## src/pcr_pkg.sv

```systemverilog
// Shared types and codes for the packet capture ring.
// No dependencies; imported by every module of the block.
`timescale 1ns / 1ps
`default_nettype none
package pcr_pkg;

	localparam logic [1:0] CMD_CAPTURE = 2'd0;
	localparam logic [1:0] CMD_DRAIN   = 2'd1;
	localparam logic [1:0] CMD_CLEAR   = 2'd2;

	localparam int BYTES_PER_WORD = 8;

	typedef struct packed {
		logic capture;
		logic clear;
		logic load;
		logic read;
		logic form;
		logic empty_result;
		logic word_done;
	} pcr_cmd_t;

	typedef struct packed {
		logic ring_empty;
		logic last_word;
	} pcr_status_t;

endpackage
`default_nettype wire

```

## src/pcr_ctrl.sv

```systemverilog
// Controller for the packet capture ring: sequences capture, clear and drain.
// Depends on pcr_pkg for command codes and the command/status structs.
`timescale 1ns / 1ps
`default_nettype none
module pcr_ctrl
	import pcr_pkg::*;
(
	input  wire logic        clk,
	input  wire logic        arst_n,
	input  wire logic        in_valid,
	input  wire logic [1:0]  in_cmd,
	output logic             in_ready,
	output logic             out_valid,
	input  wire logic        out_ready,
	input  wire pcr_status_t status,
	output pcr_cmd_t         cmd
);

	localparam logic [2:0] ST_IDLE = 3'd0;
	localparam logic [2:0] ST_LOAD = 3'd1;
	localparam logic [2:0] ST_READ = 3'd2;
	localparam logic [2:0] ST_FORM = 3'd3;
	localparam logic [2:0] ST_OUT  = 3'd4;

	logic [2:0] state_q;
	logic [2:0] state_d;

	always_comb begin
		state_d   = state_q;
		cmd       = '0;
		in_ready  = 1'b0;
		out_valid = 1'b0;
		case (state_q)
			ST_IDLE: begin
				in_ready = 1'b1;
				if (in_valid) begin
					case (in_cmd)
						CMD_CAPTURE: cmd.capture = 1'b1;
						CMD_DRAIN: begin
							if (status.ring_empty) begin
								cmd.empty_result = 1'b1;
								state_d = ST_OUT;
							end else begin
								state_d = ST_LOAD;
							end
						end
						CMD_CLEAR: cmd.clear = 1'b1;
						default: ;
					endcase
				end
			end
			ST_LOAD: begin
				cmd.load = 1'b1;
				state_d = ST_READ;
			end
			ST_READ: begin
				cmd.read = 1'b1;
				state_d = ST_FORM;
			end
			ST_FORM: begin
				cmd.form = 1'b1;
				state_d = ST_OUT;
			end
			ST_OUT: begin
				out_valid = 1'b1;
				if (out_ready) begin
					cmd.word_done = 1'b1;
					state_d = status.last_word ? ST_IDLE : ST_READ;
				end
			end
			default: state_d = ST_IDLE;
		endcase
	end

	always_ff @(posedge clk or negedge arst_n) begin
		if (!arst_n) begin
			state_q <= ST_IDLE;
		end else begin
			state_q <= state_d;
		end
	end

endmodule
`default_nettype wire

```

## config.mk

```make
export PLATFORM = sky130hd
export DESIGN_NAME = pcr_ctrl
export DESIGN_NICKNAME = d
export VERILOG_FILES = /design/src/pcr_pkg.sv /design/src/pcr_ctrl.sv
export SDC_FILE = /design/constraint.sdc
export NUM_CORES = 1
export LEC_CHECK = 0
export ABC_AREA = 1
export BUFFER_PORTS_ARGS = -buffer_cell sky130_fd_sc_hd__buf_2
export CAP_MARGIN = 0
export CORE_AREA = 2 2 39 41
export DETAILED_ROUTE_END_ITERATION = 16
export DIE_AREA = 0 0 41 43
export PLACE_DENSITY = 0.41
export SYNTH_ARGS = -nofsm -noshare
export SYNTH_HDL_FRONTEND = slang
export SYNTH_SLANG_ARGS = --single-unit
```

## constraint.sdc

```tcl
create_clock -name clk -period 1.1 [get_ports clk]
set_clock_uncertainty 0.1 [all_clocks]
set_input_delay 0.165 -clock clk [delete_from_list [all_inputs] [get_ports clk]]
set_output_delay 0.165 -clock clk [all_outputs]
set_load 0.01 [all_outputs]
```

# After elaboration in Yosys (flattened, before gate mapping)
# Index checks and enable logic that the tools add are counted.
[word_totals]
out_inout_bits = 9
reg_bits = 3
[classes]
muxes = 21
n_reduce_logical = 3
n_eq_ne = 9
[ops]
columns = ["cell", "n"]
rows = [
  ["case mux 3 bit (5 select lines)", 1],
  ["2-to-1 mux 1 bit", 13],
  ["2-to-1 mux 3 bit", 4],
  ["equality test 3 x 2 -> 1 bit, second input constant", 2],
  ["2-to-1 mux 2 bit", 3],
  ["inequality test 2 bit, second input constant", 2],
  ["equality test 3 x 1 -> 1 bit, second input constant", 1],
  ["equality test 3 bit, second input constant", 1],
  ["zero test 3 bit", 1],
  ["AND reduction 3 bit", 1],
  ["equality test 2 x 1 -> 1 bit, second input constant", 1],
  ["equality test 2 bit, second input constant", 1],
  ["zero test 2 bit", 1],
  ["inequality test 2 x 1 -> 1 bit, second input constant", 1],
]

# Logic depth before layout (Yosys ltp)
# Gate-level depths: netlist (run 1).
[depth]
depth_word = 4
ltp_mapped = 5

# Worst setup path after synthesis (run 1)
# No wires, ideal clock.
[synth_path]
path_type = "register to output"
start = "reg state_q[1]"
end = "out cmd[5] (netlist name)"
n_path_buf = 0
path_slack_ns = -0.169
arrival_time_ns = 1.004
stages_incl_launch_ff = 4
path_cell_list = "dfrtp_1 > nor2_4 > nand2_2 > nor4_1"
[synth_lines]
columns = ["element", "line_no", "text"]
rows = [
  ["start, declared", "pcr_ctrl.sv:25", "logic [2:0] state_q;"],
  ["start signal, assigned", "pcr_ctrl.sv:79", "state_q <= state_d;"],
  ["end, declared", "pcr_ctrl.sv:16", "output pcr_cmd_t cmd"],
]

==> impl_metrics.yaml, run 1 <==
critical_path:
  cp.arrival_ns: 1.20
  regToRegSetupSlack_ns: -0.26
  start_kind: "flop"
  ff2ff_path_depth: 9
  critPathMaxFanout: 3
  path_class: "reg2out"
  end_kind: "primary output"
  timing.rr.end: "state_q[0]$_DFFE_PN0P_"
  r2r-start: "state_q[0]$_DFFE_PN0P_"
  critical_path_required_ns: 0.83
hold_path:
  hold_path.class: "in2reg"
  min-delay-start: "status[0]"
  whs_path_depth: 4
  whs_endpoint: "state_q[1]$_DFFE_PN0P_"
sta:
  final.setup.worst_slack_ns: -0.362
  fin_crit_sh: 1.33
  rsz0062_at_grt: "true"
  setup_violations: 12
  worst_pin_slew_ns: 0.196
  hold-worst-slack_ns: 0.152
  maxClockFrequency_ghz: 0.684
  slew_headroom: 0.869
  final.min_clock_period_ns: 1.46
  drv_slew: 0
  hold_viol_final: 0
yosys:
  yosysWarnings: 0
  synth_common_cells: "10 x inv_1, 8 x nand3_1, 8 x nor2_1, 4 x nand2_1, 3 x dfrtp_1"
  synth_edf_count: 0
  netlist_instances: 39
  yosysSeqAreaShare: 0.316
  postSynthAreaPerCell_um2: 6.10
  synth_area_leader_cell: "dfrtp_1"
  synthFlopType: "dfrtp_1"
  synth.top_cell.area_share: 0.316
  syn_area_um2: 238
  synth.most_common_cell: "inv_1"
  yosys-top-cells-area: "dfrtp_1 32%, nand3_1 17%, inv_1 16%, nor2_1 13%, nand2_1 6.3%"
  syn_nets: 47
  async_reset_ff_frac: 1.00
  ys_ff_latch: 3
  yosys.cell_types.count: 9
clock_network:
  root_buffer: "clkbuf_4"
  cts_sinks: 3
  h-tree-depth: 1
  cts_tree: "yes"
  clkTransAtPathRegs_ns: 0.04
  numCtsBuffers: 3
  clk_path_buf_depth: 2
  clkLatencyLatePin_ns: 0.23
floorplanning:
  ios: 17
  start_util: 0.172
  fp.dieW_um: 41
  die_y_um: 43
  core_um2: 1380
  dieArea_um2: 1760
  row_count: 14
cells_and_area:
  design_area_um2: 588
  drive_gt1_frac: 0.750
  finalNetCount: 81
  n_antenna_cell: 0
  top_regs: "state_q x3"
  largest_reg_flops: 3
  regMostFlops: "state_q"
  fillers: 159
  areaGrowthSynthToFinish_pct: 147
grt:
  grt-ovfl-total: 0
  grt_pass1_wl_um: 1120
  antenna_found_initial: 0
  grt_max_degree: 7
  grt_usage: 0.101
  grt_pass1_vias: 292
routing:
  num_vias: 358
  wire_per_inst_um: 9.23
  firstDrtPassIters: 3
  wl_um: 812
  drt-initial-drc-count: 5
  vias_per_cell: 4.07
  drtAntennaViolNets: 0
  drc: 0
status:
  failed_checks: "negative setup slack"
  status: "finished with violations"
power:
  leakage_nw: 0.333
  powerDensity_nw_per_um2: 2610
  vdd_drop_max_v: 0.000978
place:
  gp_congestion: 0.648
  postPlaceCellArea_um2: 400
  port_buffers: 16
  hpwl_um: 550
run:
  cap_viol_max_count: 0
## power by group
part / total [mW] / internal (mW) / switching [mW]
clock: 0.190 / 0.136 / 0.0540
sequential: 0.193 / 0.153 / 0.0392
combinational: 1.15 / 0.577 / 0.572
## critical path: stages (launching register included)
cell     delay (ns)
dfrtp_1        0.39
buf_4          0.14
buf_6          0.11
inv_2          0.05
nand3_2        0.09
inv_2          0.08
buf_6          0.09
## kinds of logic (layout without fill, tap and decap cells)
| group | after synthesis | after routing | share of synthesized area |
|---|---|---|---|
| buffers and inverters | 11 | 44 | 0.174 |
| flip-flops | 3 | 3 | 0.316 |
| AND/OR/NAND/NOR | 25 | 25 | 0.510 |
## cells in the final DEF, fill, tap and decap left out
cell | Yosys | final
dlygate4sd3_1 | 0 | 1
inv_1 | 10 | 5
clkbuf_4 | 0 | 3
buf_4 | 0 | 8
nand3_1 | 8 | 2
nand2_1 | 4 | 2
nor2_1 | 8 | 4
nor4_4 | 0 | 2
nor2_2 | 0 | 3
nor2_4 | 1 | 2
clkbuf_1 | 0 | 1
nand2_2 | 2 | 2
dfrtp_1 | 3 | 3
nand2_4 | 0 | 2
buf_6 | 0 | 7
inv_2 | 1 | 6
nand3_2 | 0 | 6
buf_2 | 0 | 13
## repair_timing
action                                  4_1_cts  5_1_grt
hold endpoints to repair                      3        0
hold buffers                                  1        0
resized for setup                             6       21
gates cloned                                  0        0
setup buffers                                 2        7
endpoints found under the setup margin       12       12
pin swaps                                     1        2
## through the flow
| step | total power [mW] | setup TNS, ns | utilization | setup slack, ns | instances |
|---|---|---|---|---|---|
| after floorplan | 0.605 | -0.0662 | - | -0.0331 | 39 |
| after global placement | 0.877 | -0.457 | 0.289 | -0.0849 | 75 |
| after detailed placement | 0.875 | -0.466 | 0.289 | -0.0914 | 75 |
| after CTS | 1.19 | -3.05 | 0.342 | -0.345 | 82 |
| after global routing | 1.68 | -4.06 | 0.425 | -0.433 | 88 |
| final | 1.53 | -3.24 | 0.425 | -0.362 | 88 |
## worst max path at each step
stage / slack [ns] / depth (start not counted) / startpoint / end
3_5_place_dp: -0.09 / 4 / state_q[1]$_DFFE_PN0P_ / cmd[5]
5_1_grt: -0.43 / 6 / state_q[0]$_DFFE_PN0P_ / cmd[3]
2_1_floorplan: -0.03 / 3 / state_q[1]$_DFFE_PN0P_ / cmd[5]
4_1_cts: -0.35 / 4 / state_q[1]$_DFFE_PN0P_ / cmd[5]
3_3_place_gp: -0.08 / 4 / state_q[1]$_DFFE_PN0P_ / cmd[5]
6_report: -0.36 / 6 / state_q[0]$_DFFE_PN0P_ / cmd[3]
## area by class of cell
type,count,area [um^2],share of cell area
clock buffer,4,26.3,0.0447
timing repair buffer,29,214,0.364
tap,16,20.0,0.0340
inverter,11,41.3,0.0702
multi-input combinational,25,211,0.360
sequential,3,75.1,0.128
## metal layers
metal | GRT usage | share of wire | vias up
met2 | 0.131 | 0.59 | 5
met1 | 0.120 | 0.39 | 166
li1 | - | - | 187
met4 | 0.100 | 0 | 0
met5 | 0 | 0 | -
met3 | 0.0314 | 0.025 | 0
Note: power is estimated with default switching activity, not from simulation.
==> run 2: changes to the inputs <==
- RECOVER_POWER: default -> 25
==> impl_metrics.yaml, run 2 (same netlist as run 1, synthesis figures left out) <==
status:
  status: "finished with violations"
  failed_checks: "negative setup slack"
critical_path:
  cp.arrival_ns: 1.20
  end_kind: "primary output"
  path_buf_inv: 5
  ff2ff_path_depth: 9
  slowest_stage: "dfrtp_1"
  slowest_delay_ns: 0.39
  start_kind: "flop"
  cp_top_family: "buffers and inverters"
  critPathMaxFanout: 3
  regToRegSetupSlack_ns: -0.26
  critical_path_required_ns: 0.83
  timing.rr.end: "state_q[0]$_DFFE_PN0P_"
  r2r-start: "state_q[0]$_DFFE_PN0P_"
  crit_chain: "buf_4 -> buf_6 -> inv_2 -> nand3_2 -> inv_2 -> buf_6"
  path_class: "reg2out"
sta:
  worst_pin_slew_ns: 0.196
  hold-worst-slack_ns: 0.152
  final.min_clock_period_ns: 1.46
  hold_viol_final: 0
  fin_crit_sh: 1.33
  maxClockFrequency_ghz: 0.684
  setup_violations: 12
  final.setup.worst_slack_ns: -0.362
  slew_headroom: 0.869
  drv_slew: 0
  rsz0062_at_grt: "true"
routing:
  wl_um: 811
  num_vias: 358
  drtAntennaViolNets: 0
  drt-initial-drc-count: 5
  firstDrtPassIters: 3
  drc: 0
  wire_per_inst_um: 9.22
  vias_per_cell: 4.07
clock_network:
  cts_sinks: 3
  cts_tree: "yes"
  clk_path_buf_depth: 2
  clkTransAtPathRegs_ns: 0.04
  numCtsBuffers: 3
  root_buffer: "clkbuf_4"
  clkLatencyLatePin_ns: 0.23
  h-tree-depth: 1
hold_path:
  whs_endpoint: "state_q[1]$_DFFE_PN0P_"
  hold_path.class: "in2reg"
  min-delay-start: "status[0]"
  whs_path_depth: 4
cells_and_area:
  n_antenna_cell: 0
  top_regs: "state_q x3"
  finalNonFillerCells: 88
  multi_input_area_um2: 211
  fillers: 160
  final_common_cell: "buf_2"
  finalNetCount: 81
  drive_gt1_frac: 0.736
  largest_reg_flops: 3
  areaGrowthSynthToFinish_pct: 147
  layout_common_cells: "12 x buf_2, 8 x buf_4, 7 x buf_6"
  seq_area_um2: 75.1
  regMostFlops: "state_q"
floorplanning:
  die_y_um: 43
  dieArea_um2: 1760
  ios: 17
  row_count: 14
  core_um2: 1380
  start_util: 0.172
  fp.dieW_um: 41
grt:
  grt_pass1_wl_um: 1120
  grt-ovfl-total: 0
  grt_max_degree: 7
  antenna_found_initial: 0
  grt_pass1_vias: 292
  grt_usage: 0.101
place:
  port_buffers: 16
  gp_congestion: 0.648
  dpl.cell_count: 75
  hpwl_um: 550
power:
  powerDensity_nw_per_um2: 2610
  vdd_drop_max_v: 0.000978
  leakage_nw: 0.330
run:
  cap_viol_max_count: 0
## run 2: power breakdown
| part | total, mW | internal [mW] | switching [mW] | leakage, nW |
|---|---|---|---|---|
| Clock | 0.190 | 0.136 | 0.0540 | 0.0150 |
| Sequential | 0.193 | 0.153 | 0.0392 | 0.0400 |
| Combinational | 1.15 | 0.577 | 0.573 | 0.275 |
## run 2: repair_timing
action,in CTS,in global routing
hold buffers,1,0
endpoints found under the setup margin,12,12
pin swaps,1,2
hold endpoints to repair,3,0
gates cloned,0,0
buffers inserted,2,7
gates resized for setup,6,21
## run 2: worst max-delay path by stage
stage | endpoint | from | slack [ns] | cells past startpoint
CTS | cmd[5] | state_q[1]$_DFFE_PN0P_ | -0.35 | 4
global route | cmd[3] | state_q[0]$_DFFE_PN0P_ | -0.43 | 6
finish | cmd[3] | state_q[0]$_DFFE_PN0P_ | -0.36 | 6
floorplan | cmd[5] | state_q[1]$_DFFE_PN0P_ | -0.03 | 3
detailed placement | cmd[5] | state_q[1]$_DFFE_PN0P_ | -0.09 | 4
global placement | cmd[5] | state_q[1]$_DFFE_PN0P_ | -0.08 | 4
## run 2: metal layers
metal / vias to the layer above / global-route usage / wire length, um
li1: 187 / - / -
met1: 166 / 0.120 / 313
met2: 5 / 0.131 / 478
met3: 0 / 0.0314 / 20
met4: 0 / 0.100 / 0
met5: - / 0 / 0
## run 2: final cells by class
cell class,count,area share
sequential,3,0.128
multi-input combinational,25,0.360
inverter,11,0.0704
timing repair buffer,29,0.362
tap,16,0.0341
clock buffer,4,0.0448
## run 2: stage by stage
| stage | setup slack (ns) | TNS [ns] | util | instance area [um^2] | power (mW) |
|---|---|---|---|---|---|
| 2_1_floorplan | -0.0331 | -0.0662 | - | 270 | 0.605 |
| 3_3_place_gp | -0.0849 | -0.457 | 0.289 | 400 | 0.877 |
| 3_5_place_dp | -0.0914 | -0.466 | 0.289 | 400 | 0.875 |
| 4_1_cts | -0.345 | -3.05 | 0.342 | 473 | 1.19 |
| 5_1_grt | -0.433 | -4.06 | 0.424 | 587 | 1.68 |
| 6_report | -0.362 | -3.24 | 0.424 | 587 | 1.53 |
## run 2: tightest hold or removal path: stages
cell    delay (ns)
buf_2         0.08
nor2_2        0.03
nor2_2        0.10
nor2_1        0.05
==> run 3: changes to the inputs <==
==> constraint.sdc (replaced) <==
create_clock -name clk -period 1.1 [get_ports clk]
set_clock_uncertainty 0.1 [all_clocks]
set_input_delay 0.11 -clock clk [delete_from_list [all_inputs] [get_ports clk]]
set_output_delay 0.11 -clock clk [all_outputs]
set_load 0.01 [all_outputs]
==> impl_metrics.yaml, run 3 (same netlist as run 1, synthesis figures left out) <==
sta:
  hold-worst-slack_ns: 0.0673
  worst_pin_slew_ns: 0.188
  slew_headroom: 0.873
  final.min_clock_period_ns: 1.39
  drv_slew: 0
  rsz0062_at_grt: "true"
  setup_violations: 12
  fin_crit_sh: 1.26
  final.setup.worst_slack_ns: -0.288
  maxClockFrequency_ghz: 0.721
  tns_ns: -2.55
  hold_viol_final: 0
critical_path:
  cp.arrival_ns: 1.18
  ff2ff_path_depth: 9
  timing.rr.end: "state_q[0]$_DFFE_PN0P_"
  critPathMaxFanout: 3
  r2r-start: "state_q[0]$_DFFE_PN0P_"
  crit_path_start: "state_q[0]$_DFFE_PN0P_"
  end_kind: "primary output"
  critical_path_required_ns: 0.89
  start_kind: "flop"
  path_class: "reg2out"
  regToRegSetupSlack_ns: -0.24
cells_and_area:
  largest_reg_flops: 3
  areaGrowthSynthToFinish_pct: 106
  layout_common_cells: "14 x buf_2, 9 x inv_1, 9 x buf_4"
  regMostFlops: "state_q"
  finalNetCount: 79
  top_regs: "state_q x3"
  design_area_um2: 490
  drive_gt1_frac: 0.557
  n_antenna_cell: 0
  final_common_cell: "buf_2"
power:
  pwr-share-comb: 0.692
  leakage_nw: 0.307
  power_frac_clock: 0.156
  switchingPower_mw: 0.517
  vdd_drop_max_v: 0.00103
  p_sw_frac: 0.413
  internal_power_mw: 0.736
  powerDensity_nw_per_um2: 2550
  seq_power_share: 0.152
floorplanning:
  fp.dieW_um: 41
  core_um2: 1380
  dieArea_um2: 1760
  die_y_um: 43
  row_count: 14
  start_util: 0.172
  ios: 17
place:
  pre_cts_slack_ns: -0.127
  gp_congestion: 0.681
  hpwl_um: 497
  port_buffers: 16
  postPlaceCellArea_um2: 360
routing:
  num_vias: 342
  drt-initial-drc-count: 2
  wire_per_inst_um: 7.77
  firstDrtPassIters: 4
  drtAntennaViolNets: 0
  vias_per_cell: 3.98
  wl_um: 668
  drc: 0
clock_network:
  cts_sinks: 3
  root_buffer: "clkbuf_4"
  numCtsBuffers: 3
  clkLatencyLatePin_ns: 0.23
  clk_path_buf_depth: 2
  clkTransAtPathRegs_ns: 0.04
  h-tree-depth: 1
  cts_tree: "yes"
status:
  failed_checks: "negative setup slack"
  status: "finished with violations"
hold_path:
  hold_path.class: "in2reg"
  whs_path_depth: 4
  whs_endpoint: "state_q[1]$_DFFE_PN0P_"
  min-delay-start: "status[0]"
grt:
  grt_usage: 0.0947
  grt_max_degree: 7
  grt_pass1_vias: 324
  grt-ovfl-total: 0
  antenna_found_initial: 0
  grt_pass1_wl_um: 1080
run:
  cap_viol_max_count: 0
[run 3: worst max path at each step]
stage,slack [ns],to,depth (start not counted)
6_report,-0.29,cmd[3],6
3_5_place_dp,-0.13,cmd[5],4
4_1_cts,-0.29,cmd[6],4
2_1_floorplan,-0.11,cmd[5],3
5_1_grt,-0.36,cmd[5],4
3_3_place_gp,-0.07,cmd[5],4
[run 3: repair_timing]
item,CTS,global route
setup endpoints to repair,9,12
hold buffers,1,0
pin swaps,2,1
setup buffers,5,2
endpoints found under the hold margin,3,0
cloned,0,0
resized for setup,3,6
[run 3: final cells by class]
class | instances | area (um^2)
inverter | 11 | 41.3
timing repair buffer | 27 | 174
multi-input combinational | 25 | 154
tap | 16 | 20.0
fill | 158 | 893
clock buffer | 4 | 26.3
sequential | 3 | 75.1
[run 3: per-layer routing]
metal,GRT usage,part of all wire
met1,0.0779,0.37
met2,0.159,0.51
met3,0.0209,0.099
met4,0.100,0.022
met5,0,0
[run 3: critical path: stages, from the launching register on]
cell and delay (ns):
dfrtp_1 0.39, buf_4 0.14, buf_6 0.11, inv_1 0.05, nand3_2 0.08, inv_2 0.07, buf_6 0.09
[run 3: power groups by stage]
stage / clock [mW] / sequential (mW) / combinational [mW]
global route: 0.217 / 0.195 / 0.979
CTS: 0.208 / 0.191 / 0.779
finish: 0.195 / 0.190 / 0.867
detailed placement: 0 / 0.192 / 0.588
floorplan: 0 / 0.202 / 0.361
global placement: 0 / 0.191 / 0.593
[run 3: stage by stage]
stage                     utilization  total power, mW  std cells
after detailed placement        0.260            0.780         74
final                           0.354             1.25         86
after global routing            0.354             1.39         86
after floorplan                     -            0.562         39
after CTS                       0.325             1.18         84
after global placement          0.260            0.784         74
